==> src/design/tprp_pkg.sv <==
`timescale 1ns / 1ps
// ----------------------------------------------------------------------------
// Touchpad pointer mapper package
// Shared types, command and result codes, register map and configuration
// bundle for the touchpad region to pointer mapper.
// ----------------------------------------------------------------------------
package tprp_pkg;

    localparam int SLOT_COUNT = 20;
    localparam int SLOT_W     = (SLOT_COUNT > 2) ? $clog2(SLOT_COUNT) : 1;
    localparam logic [15:0] SLOT_LIMIT = 16'(SLOT_COUNT);

    typedef enum logic [3:0] {
        CMD_SYNC  = 4'd0,
        CMD_LEFT  = 4'd1,
        CMD_TOOL2 = 4'd2,
        CMD_TOOL3 = 4'd3,
        CMD_TOOL4 = 4'd4,
        CMD_TOOL5 = 4'd5,
        CMD_SLOT  = 4'd6,
        CMD_POSX  = 4'd7,
        CMD_POSY  = 4'd8,
        CMD_OTHER = 4'd9
    } cmd_t;

    typedef enum logic [1:0] {
        KIND_LEFT  = 2'd0,
        KIND_RIGHT = 2'd1,
        KIND_MOVE  = 2'd2
    } kind_t;

    typedef enum logic [2:0] {
        REG_X_AXIS_MIN    = 3'd0,
        REG_Y_AXIS_MIN    = 3'd1,
        REG_ACCEPT_X_LOW  = 3'd2,
        REG_ACCEPT_X_HIGH = 3'd3,
        REG_ACCEPT_Y_LOW  = 3'd4,
        REG_ACCEPT_Y_HIGH = 3'd5,
        REG_X_SCALE       = 3'd6,
        REG_Y_SCALE       = 3'd7
    } reg_idx_t;

    typedef struct packed {
        logic signed [15:0] x_axis_min;
        logic signed [15:0] y_axis_min;
        logic [15:0]        accept_x_low;
        logic [15:0]        accept_x_high;
        logic [15:0]        accept_y_low;
        logic [15:0]        accept_y_high;
        logic [23:0]        x_scale;
        logic [23:0]        y_scale;
    } cfg_t;

    // All results of one event: optional button word, then optional move word
    typedef struct packed {
        logic               btn_valid;
        kind_t              btn_kind;
        logic               btn_down;
        logic               mv_valid;
        logic signed [15:0] move_dx;
        logic signed [15:0] move_dy;
    } evt_t;

endpackage

==> src/design/tprp_apb_regs.sv <==
`timescale 1ns / 1ps
// ----------------------------------------------------------------------------
// Touchpad pointer mapper configuration registers
// APB-style register bank: zero-wait writes and combinational read-back.
// ----------------------------------------------------------------------------
module tprp_apb_regs
    import tprp_pkg::*;
(
    input  logic        aclk,
    input  logic        aresetn,
    input  logic        psel,
    input  logic        penable,
    input  logic        pwrite,
    input  logic [4:0]  paddr,
    input  logic [31:0] pwdata,
    output logic [31:0] prdata,
    output logic        pready,
    output cfg_t        cfg
);

    cfg_t     cfg_reg;
    reg_idx_t idx;
    logic     wr_en;

    assign pready = 1'b1;
    assign idx    = reg_idx_t'(paddr[4:2]);
    assign wr_en  = psel && penable && pwrite && pready;
    assign cfg    = cfg_reg;

    always_ff @(posedge aclk) begin
        if (!aresetn) begin
            cfg_reg.x_axis_min    <= 16'sd0;
            cfg_reg.y_axis_min    <= 16'sd0;
            cfg_reg.accept_x_low  <= 16'd0;
            cfg_reg.accept_x_high <= 16'hFFFF;
            cfg_reg.accept_y_low  <= 16'd0;
            cfg_reg.accept_y_high <= 16'hFFFF;
            cfg_reg.x_scale       <= 24'h010000;
            cfg_reg.y_scale       <= 24'h010000;
        end else if (wr_en) begin
            unique case (idx)
                REG_X_AXIS_MIN:    cfg_reg.x_axis_min    <= pwdata[15:0];
                REG_Y_AXIS_MIN:    cfg_reg.y_axis_min    <= pwdata[15:0];
                REG_ACCEPT_X_LOW:  cfg_reg.accept_x_low  <= pwdata[15:0];
                REG_ACCEPT_X_HIGH: cfg_reg.accept_x_high <= pwdata[15:0];
                REG_ACCEPT_Y_LOW:  cfg_reg.accept_y_low  <= pwdata[15:0];
                REG_ACCEPT_Y_HIGH: cfg_reg.accept_y_high <= pwdata[15:0];
                REG_X_SCALE:       cfg_reg.x_scale       <= pwdata[23:0];
                REG_Y_SCALE:       cfg_reg.y_scale       <= pwdata[23:0];
                default: ;
            endcase
        end
    end

    always_comb begin
        unique case (idx)
            REG_X_AXIS_MIN:    prdata = {{16{cfg_reg.x_axis_min[15]}}, cfg_reg.x_axis_min};
            REG_Y_AXIS_MIN:    prdata = {{16{cfg_reg.y_axis_min[15]}}, cfg_reg.y_axis_min};
            REG_ACCEPT_X_LOW:  prdata = {16'd0, cfg_reg.accept_x_low};
            REG_ACCEPT_X_HIGH: prdata = {16'd0, cfg_reg.accept_x_high};
            REG_ACCEPT_Y_LOW:  prdata = {16'd0, cfg_reg.accept_y_low};
            REG_ACCEPT_Y_HIGH: prdata = {16'd0, cfg_reg.accept_y_high};
            REG_X_SCALE:       prdata = {8'd0, cfg_reg.x_scale};
            REG_Y_SCALE:       prdata = {8'd0, cfg_reg.y_scale};
            default:           prdata = 32'd0;
        endcase
    end

endmodule

==> src/design/tprp_axis.sv <==
`timescale 1ns / 1ps
// ----------------------------------------------------------------------------
// Touchpad pointer mapper axis unit
// Scales one axis offset to a Q16.16 screen point and splits the step plus
// residue into an integer move, truncated toward zero, and a new residue.
// ----------------------------------------------------------------------------
module tprp_axis
    import tprp_pkg::*;
(
    input  logic [15:0]        touch,
    input  logic [15:0]        low,
    input  logic [23:0]        scale,
    input  logic [31:0]        prev_pt,
    input  logic signed [17:0] residue,
    output logic [31:0]        point,
    output logic signed [17:0] residue_new,
    output logic signed [15:0] move
);

    logic [15:0] span;
    logic [39:0] prod;
    logic [33:0] acc;
    logic [17:0] floor_q;
    logic [17:0] ip;
    logic [15:0] frac;
    logic        neg_frac;

    assign span  = touch - low;
    assign prod  = {24'd0, span} * {16'd0, scale};
    assign point = (|prod[39:32]) ? 32'hFFFF_FFFF : prod[31:0];

    assign acc      = {{16{residue[17]}}, residue} + {2'b00, point} - {2'b00, prev_pt};
    assign floor_q  = acc[33:16];
    assign frac     = acc[15:0];
    assign neg_frac = acc[33] && (|frac);

    assign ip          = neg_frac ? (floor_q + 18'd1) : floor_q;
    assign residue_new = neg_frac ? {2'b11, frac} : {2'b00, frac};

    always_comb begin
        if ((ip[17:15] == 3'b000) || (ip[17:15] == 3'b111)) begin
            move = ip[15:0];
        end else if (ip[17]) begin
            move = 16'sh8000;
        end else begin
            move = 16'sh7FFF;
        end
    end

endmodule

==> src/design/tprp_core.sv <==
`timescale 1ns / 1ps
// ----------------------------------------------------------------------------
// Touchpad pointer mapper event core
// Input word register, touch and click state, and the combinational update
// that turns one event into its button and move results.
// ----------------------------------------------------------------------------
module tprp_core
    import tprp_pkg::*;
(
    input  logic        aclk,
    input  logic        aresetn,
    input  cfg_t        cfg,
    input  logic        s_tvalid,
    output logic        s_tready,
    input  logic [15:0] s_tdata,
    input  logic [3:0]  s_tuser,
    input  logic        can_push,
    output logic        push,
    output evt_t        evt
);

    logic               in_valid_reg;
    logic [3:0]         cmd_reg;
    logic signed [15:0] value_reg;

    logic [SLOT_W-1:0]  slot_reg,   slot_next;
    logic [15:0]        tx_reg,     tx_next;
    logic [15:0]        ty_reg,     ty_next;
    logic [2:0]         fc_reg,     fc_next;
    logic               click_reg,  click_next;
    logic [31:0]        prev_x_reg, prev_y_reg;
    logic signed [17:0] res_x_reg,  res_y_reg;

    logic [31:0]        pt_x, pt_y;
    logic signed [17:0] res_x_new, res_y_new;
    logic signed [15:0] mv_x, mv_y;
    logic               consume;
    logic               val_nz;
    logic               in_rect;
    logic               btn_valid;
    kind_t              btn_kind;

    function automatic logic [15:0] rel_coord(logic [15:0] raw, logic [15:0] mn);
        logic [16:0] d;
        d = {raw[15], raw} - {mn[15], mn};
        return d[16] ? 16'd0 : d[15:0];
    endfunction

    assign consume  = in_valid_reg && can_push;
    assign s_tready = !in_valid_reg || consume;
    assign val_nz   = |value_reg;

    always_ff @(posedge aclk) begin
        if (!aresetn) begin
            in_valid_reg <= 1'b0;
        end else if (s_tready) begin
            in_valid_reg <= s_tvalid;
        end
    end

    always_ff @(posedge aclk) begin
        if (s_tready && s_tvalid) begin
            cmd_reg   <= s_tuser;
            value_reg <= s_tdata;
        end
    end

    always_comb begin
        slot_next  = slot_reg;
        tx_next    = tx_reg;
        ty_next    = ty_reg;
        fc_next    = fc_reg;
        click_next = click_reg;
        btn_valid  = 1'b0;
        btn_kind   = KIND_LEFT;
        unique case (cmd_reg) inside
            CMD_LEFT: begin
                if (val_nz != click_reg) begin
                    click_next = val_nz;
                    if (fc_reg == 3'd1) begin
                        btn_valid = 1'b1;
                        btn_kind  = KIND_LEFT;
                    end else if (fc_reg == 3'd2) begin
                        btn_valid = 1'b1;
                        btn_kind  = KIND_RIGHT;
                    end
                end
            end
            CMD_TOOL2, CMD_TOOL3, CMD_TOOL4, CMD_TOOL5: begin
                fc_next = val_nz ? cmd_reg[2:0] : 3'd1;
            end
            CMD_SLOT: begin
                if (!value_reg[15] && ($unsigned(value_reg) < SLOT_LIMIT)) begin
                    slot_next = value_reg[SLOT_W-1:0];
                end
            end
            CMD_POSX: begin
                if (slot_reg == '0) begin
                    tx_next = rel_coord(value_reg, cfg.x_axis_min);
                end
            end
            CMD_POSY: begin
                if (slot_reg == '0) begin
                    ty_next = rel_coord(value_reg, cfg.y_axis_min);
                end
            end
            default: ;
        endcase
    end

    assign in_rect = (tx_next >= cfg.accept_x_low) && (tx_next <= cfg.accept_x_high) &&
                     (ty_next >= cfg.accept_y_low) && (ty_next <= cfg.accept_y_high);

    tprp_axis u_axis_x (
        .touch       (tx_next),
        .low         (cfg.accept_x_low),
        .scale       (cfg.x_scale),
        .prev_pt     (prev_x_reg),
        .residue     (res_x_reg),
        .point       (pt_x),
        .residue_new (res_x_new),
        .move        (mv_x)
    );

    tprp_axis u_axis_y (
        .touch       (ty_next),
        .low         (cfg.accept_y_low),
        .scale       (cfg.y_scale),
        .prev_pt     (prev_y_reg),
        .residue     (res_y_reg),
        .point       (pt_y),
        .residue_new (res_y_new),
        .move        (mv_y)
    );

    assign evt.btn_valid = btn_valid;
    assign evt.btn_kind  = btn_kind;
    assign evt.btn_down  = val_nz;
    assign evt.mv_valid  = in_rect;
    assign evt.move_dx   = mv_x;
    assign evt.move_dy   = mv_y;
    assign push          = consume && (btn_valid || in_rect);

    always_ff @(posedge aclk) begin
        if (!aresetn) begin
            slot_reg   <= '0;
            tx_reg     <= 16'd0;
            ty_reg     <= 16'd0;
            fc_reg     <= 3'd1;
            click_reg  <= 1'b0;
            prev_x_reg <= 32'd0;
            prev_y_reg <= 32'd0;
            res_x_reg  <= 18'sd0;
            res_y_reg  <= 18'sd0;
        end else if (consume) begin
            slot_reg  <= slot_next;
            tx_reg    <= tx_next;
            ty_reg    <= ty_next;
            fc_reg    <= fc_next;
            click_reg <= click_next;
            if (in_rect) begin
                prev_x_reg <= pt_x;
                prev_y_reg <= pt_y;
                res_x_reg  <= res_x_new;
                res_y_reg  <= res_y_new;
            end
        end
    end

`ifndef SYNTHESIS
    a_fc_range: assert property (@(posedge aclk) disable iff (!aresetn)
        (fc_reg >= 3'd1) && (fc_reg <= 3'd5))
        else $error("finger count out of range");

    a_slot_range: assert property (@(posedge aclk) disable iff (!aresetn)
        {{(16-SLOT_W){1'b0}}, slot_reg} < SLOT_LIMIT)
        else $error("slot register out of range");

    a_residue_range: assert property (@(posedge aclk) disable iff (!aresetn)
        (res_x_reg <= 18'sd65535) && (res_x_reg >= -18'sd65535) &&
        (res_y_reg <= 18'sd65535) && (res_y_reg >= -18'sd65535))
        else $error("residue reached a whole pixel");
`endif

endmodule

==> src/design/tprp_out_queue.sv <==
`timescale 1ns / 1ps
// ----------------------------------------------------------------------------
// Touchpad pointer mapper result queue
// Two-entry queue of event results; serializes the button word and the
// move word of each entry onto the result channel.
// ----------------------------------------------------------------------------
module tprp_out_queue
    import tprp_pkg::*;
(
    input  logic        aclk,
    input  logic        aresetn,
    input  logic        push,
    input  evt_t        evt,
    output logic        can_push,
    output logic        m_tvalid,
    input  logic        m_tready,
    output logic [39:0] m_tdata,
    output logic [1:0]  m_tuser,
    output logic        m_tlast
);

    evt_t       q_reg [2];
    logic       wr_ptr_reg;
    logic       rd_ptr_reg;
    logic [1:0] count_reg, count_next;
    logic       phase_reg;
    evt_t       head;
    logic       show_btn;
    logic       pop_word;
    logic       pop_entry;

    assign head      = q_reg[rd_ptr_reg];
    assign show_btn  = head.btn_valid && !phase_reg;
    assign m_tvalid  = (count_reg != 2'd0);
    assign m_tuser   = show_btn ? head.btn_kind : KIND_MOVE;
    assign m_tdata   = show_btn ? {39'd0, head.btn_down}
                                : {7'd0, head.move_dy, head.move_dx, 1'b0};
    assign m_tlast   = !show_btn || !head.mv_valid;
    assign pop_word  = m_tvalid && m_tready;
    assign pop_entry = pop_word && m_tlast;
    assign can_push  = (count_reg != 2'd2) || pop_entry;

    always_comb begin
        count_next = count_reg;
        if (push && !pop_entry) begin
            count_next = count_reg + 2'd1;
        end else if (!push && pop_entry) begin
            count_next = count_reg - 2'd1;
        end
    end

    always_ff @(posedge aclk) begin
        if (!aresetn) begin
            wr_ptr_reg <= 1'b0;
            rd_ptr_reg <= 1'b0;
            count_reg  <= 2'd0;
            phase_reg  <= 1'b0;
        end else begin
            count_reg <= count_next;
            if (push) begin
                wr_ptr_reg <= !wr_ptr_reg;
            end
            if (pop_entry) begin
                rd_ptr_reg <= !rd_ptr_reg;
                phase_reg  <= 1'b0;
            end else if (pop_word) begin
                phase_reg <= 1'b1;
            end
        end
    end

    always_ff @(posedge aclk) begin
        if (push) begin
            q_reg[wr_ptr_reg] <= evt;
        end
    end

`ifndef SYNTHESIS
    a_count_max: assert property (@(posedge aclk) disable iff (!aresetn)
        count_reg <= 2'd2)
        else $error("result queue overfilled");

    a_head_nonempty: assert property (@(posedge aclk) disable iff (!aresetn)
        m_tvalid |-> (head.btn_valid || head.mv_valid))
        else $error("queued entry holds no result");
`endif

endmodule

==> src/design/touchpad_region_to_pointer_mapper_top.sv <==
`timescale 1ns / 1ps
// ----------------------------------------------------------------------------
// Touchpad region to pointer mapper
// Turns multitouch events into button and relative move results.
//
//   Channel   Dir  Ports                              Payload
//   event     in   s_tvalid/s_tready/s_tdata/s_tuser  value, cmd
//   result    out  m_tvalid/m_tready/m_tdata/m_tuser  kind, button, dx, dy, last
//   config    in   psel/penable/pwrite/paddr/pwdata   8 registers at 4*i
//
// One event is taken per cycle while s_tready is high; its results leave one
// word per cycle while m_tready is high, passing through the input register and
// the result queue. An event with a button and a move result sends two words.
// Reset is synchronous, active low, and needs no clearing pass.
// A stalled result channel fills the two-entry result queue, then the input
// register, then drops s_tready.
// ----------------------------------------------------------------------------
module touchpad_region_to_pointer_mapper_top
    import tprp_pkg::*;
(
    input  logic        aclk,
    input  logic        aresetn,
    input  logic        s_tvalid,
    output logic        s_tready,
    input  logic [15:0] s_tdata,   // [15:0] value
    input  logic [3:0]  s_tuser,   // [3:0] cmd
    output logic        m_tvalid,
    input  logic        m_tready,
    output logic [39:0] m_tdata,   // [0] button_down, [16:1] move_dx, [32:17] move_dy
    output logic [1:0]  m_tuser,   // [1:0] result_kind
    output logic        m_tlast,
    input  logic        psel,
    input  logic        penable,
    input  logic        pwrite,
    input  logic [4:0]  paddr,
    input  logic [31:0] pwdata,
    output logic [31:0] prdata,
    output logic        pready
);

    cfg_t cfg;
    evt_t evt;
    logic push;
    logic can_push;

    tprp_apb_regs u_regs (
        .aclk    (aclk),
        .aresetn (aresetn),
        .psel    (psel),
        .penable (penable),
        .pwrite  (pwrite),
        .paddr   (paddr),
        .pwdata  (pwdata),
        .prdata  (prdata),
        .pready  (pready),
        .cfg     (cfg)
    );

    tprp_core u_core (
        .aclk     (aclk),
        .aresetn  (aresetn),
        .cfg      (cfg),
        .s_tvalid (s_tvalid),
        .s_tready (s_tready),
        .s_tdata  (s_tdata),
        .s_tuser  (s_tuser),
        .can_push (can_push),
        .push     (push),
        .evt      (evt)
    );

    tprp_out_queue u_queue (
        .aclk     (aclk),
        .aresetn  (aresetn),
        .push     (push),
        .evt      (evt),
        .can_push (can_push),
        .m_tvalid (m_tvalid),
        .m_tready (m_tready),
        .m_tdata  (m_tdata),
        .m_tuser  (m_tuser),
        .m_tlast  (m_tlast)
    );

endmodule
==> config.mk <==
export PLATFORM = sky130hd
export DESIGN_NAME = touchpad_region_to_pointer_mapper_top
export DESIGN_NICKNAME = d
export VERILOG_FILES = /design/src/design/tprp_pkg.sv /design/src/design/tprp_apb_regs.sv /design/src/design/tprp_axis.sv /design/src/design/tprp_core.sv /design/src/design/tprp_out_queue.sv /design/src/design/touchpad_region_to_pointer_mapper_top.sv
export SDC_FILE = /design/constraint.sdc
export NUM_CORES = 2
export LEC_CHECK = 0
export BUFFER_PORTS_ARGS = -buffer_cell sky130_fd_sc_hd__buf_2
export CAP_MARGIN = 5
export CORE_ASPECT_RATIO = 0.9
export CORE_UTILIZATION = 55
export DETAILED_ROUTE_END_ITERATION = 10
export PLACE_DENSITY = 0.71
export SYNTH_ARGS = -nofsm -noshare
export SYNTH_HDL_FRONTEND = slang
export SYNTH_SLANG_ARGS = --single-unit
==> constraint.sdc <==
create_clock -name aclk -period 19.4 [get_ports aclk]
set_input_delay 1.94 -clock aclk [delete_from_list [all_inputs] [get_ports aclk]]
set_output_delay 1.94 -clock aclk [all_outputs]
set_load 0.01 [all_outputs]
==> impl_results.md <==
* EDFF count, synth at 92
* Min-Delay Endpoint: u_regs.cfg[135]
* Yosys reg bits at 382
* Synth Area in Adders at 35.2%
* Peak fanout along the critical path at 18
* Worst min path class: reg -> reg
* Post-CTS Setup Bufs at 0
* Final Hold Fails at 0
* Clock Root Buffer: clkbuf_16
* 1st-iter DRT viols at 3841
* Count leader, synth: nand2_1
* Area share of xor/xnor cells in the synthesized design at 3.16%
* CTS tree: built
* Hold depth at 2
* Synth top area share at 25.9%
* Mux contribution to synthesized area at 2.40%
* Relative slew slack at 15.6%
* Average cell area after synthesis at 8.21 sq um
* Synth warnings at 0
* First-pass GRT wire length at 236 mm
* Post-synth top flop: dfxtp_1
* Post-Route WL at 148 mm
* RSZ-0062 raised after global routing: no
* Setup crit start kind: flop
* Clk buf depth at 3
* GP Congestion at 0.954
* Core ar. at 0.0947 sq mm
* Drt via density at 5.84
* Setup slack, reg-to-reg at 1040 ps
* Global route overflow at 0
* Distinct cell type count after synthesis at 102
* Post-synth ARST share at 0%
* Die width at 328 microns
* Hold path startpoint: u_regs.cfg[135]
* Fill cell count at 8462
* Post-Syn Instances at 6407
* FF-to-FF path depth at 66
* Reg-to-reg endpoint: u_queue.q_reg[0][18]
* Clock Pin Slew Worst Setup and Hold Paths at 60 ps
* Via count at 44300
* Max frequency at 54.5 MHz
* Post-Synthesis Cell Area at 0.0526 sq mm
* Most numerous cell on the critical path: fa_1
* Compound-Gate Fraction of Synth Area at 14.3%
* GRT Overall Usage at 30.8%
* Leading area contributor after synthesis: fa_1
* Final WS setup at 1040 ps
* I/O pin cnt at 142
* CP max-delay cell: xnor2_2
* WS Path Type: reg -> reg
* Worst r2r src: u_core.value_reg[1]
* Max-slew violations at 0
* CP Data Required Time at 19680 ps
* Hold_ws at 454 ps
* # DRC at 0
* DRT Pass-1 Iters at 6
* DP Worst Slack at 1140 ps
* Pleak at 25.6 nW
* TritonCTS Buffers at 47
* Post-DP HPWL at 111 mm
* Worst Setup SP: u_core.value_reg[1]
* Starting density of the core at 55.6%
* Die height at 295 microns
* Clock period minus worst slack at 18360 ps
* Worst IR Drop VDD at 0.293 mV
* Sequential share of the synthesized area at 16.3%
* Final antenna-violating net count at 0
* PwrDens at 157 mW/mm^2
* PortBufs at 123
* Area growth syn-to-layout at 6.20%
* Largest register FFs at 144
* Outcome: finished, final reports clean
* Clock Sinks at 382
* Setup Skew at 39.3 ps
* Clock latency on the worst-skew pair at 630 ps
* Top post-synthesis cells by area: fa_1 26%, dfxtp_1 11%, ha_1 9.3%
* Simple-Gate Fraction of Synth Area at 18.3%
* Fin nets at 7433
* Critical Path AT at 18640 ps
* Layout cells sized above 1 at 6.52%
* Largest family of logic cells by synthesized area: adder cells
* Setup TNS at 0 ps
* Initial antenna violation count at 2
* H-tree level count at 2
* Final Setup Violations at 0
* Number of global-route vias before repair at 43900
* Die ar. at 0.0969 sq mm
* Final period utilization at 94.6%
* CP max stage delay at 590 ps
* Std cell rows at 107
* Synth top cells by count: 1010 x nand2_1, 1007 x inv_1, 680 x fa_1
* Pin count of the biggest net entering global routing at 113
* Max-cap violation count at 0
* Routed WL per cell at 19.5 microns
* CP endpoint kind: flop
* Worst slew pin tran at 1260 ps
worst max-delay path by stage:
stage	end	slack [ps]	cells past startpoint
detailed placement	u_queue.q_reg[0][4]	1140	63
global placement	u_queue.q_reg[1][4]	1410	62
global route	u_queue.q_reg[0][1]	10	62
CTS	u_queue.q_reg[0][4]	1050	62
finish	u_queue.q_reg[0][18]	1040	66
floorplan	u_queue.q_reg[0][19]	3510	67
per-stage QoR:
stage                     utilization (%)  instances  instance area [sq um]  power, mW
after floorplan                         -       6413                  52600       6.18
after global routing                 59.0       7585                  55900       9.48
after global placement               57.3       7499                  54200       7.59
after CTS                            59.0       7584                  55800       8.68
final                                59.0       7586                  55900       8.76
after detailed placement             57.3       7499                  54200       7.74
repair_timing:
item	CTS	global route
endpoints found under the setup margin	0	46
hold buffers	0	0
gates resized for setup	0	9
routing by layer:
metal | vias to the layer above | GRT usage (%) | share of wire [%]
met5 | - | 0 | 0
met4 | 0 | 11.8 | 4.1
met3 | 337 | 5.50 | 9.0
met2 | 1902 | 48.7 | 44
met1 | 21500 | 42.0 | 42
li1 | 20500 | - | -
report_power, final:
group / internal (mW) / switching (mW)
logic: 2.38 / 4.19
clock network: 0.522 / 0.383
registers: 1.22 / 0.0637
layout by cell type (no fill, tap or decap), drive strengths merged, types with 115 or more instances in the layout:
cell type / instances
a21oi: 315
a31oi: 135
and2: 250
buf: 236
dfxtp: 290
fa: 680
ha: 393
inv: 1012
mux2i: 115
nand2: 1010
nor2: 259
o21ai: 268
xnor2: 118
cell families (layout without fill, tap and decap cells):
family | after synthesis | in the layout
compound gates | 1178 | 1178
simple gates | 2051 | 2052
xor+xnor | 189 | 189
other cells | 2 | 9
buf+inv | 1411 | 1329
fa+ha+maj | 1073 | 1073
mux | 121 | 121
flops | 382 | 382
cell type report:
cell class	count	area, sq um	share of cell area (%)
clock inverters	29	349	0.625
inverters	1008	3790	6.78
flip-flops and latches	382	8570	15.3
well taps	1253	1570	2.81
diodes	1	2.50	0.00448
repair buffers	236	1470	2.64
multi-input cells	4621	38900	69.6
clock buffers	56	1220	2.18
critical path: cells and delay by family (launching register included):
family / cells / cell delay, ps
flops: 1 / 510
xor+xnor: 2 / 760
compound gates: 30 / 6510
simple gates: 12 / 3100
buf+inv: 10 / 1680
fa+ha+maj: 12 / 5430
No activity file was read; power rests on OpenSTA's default activity.
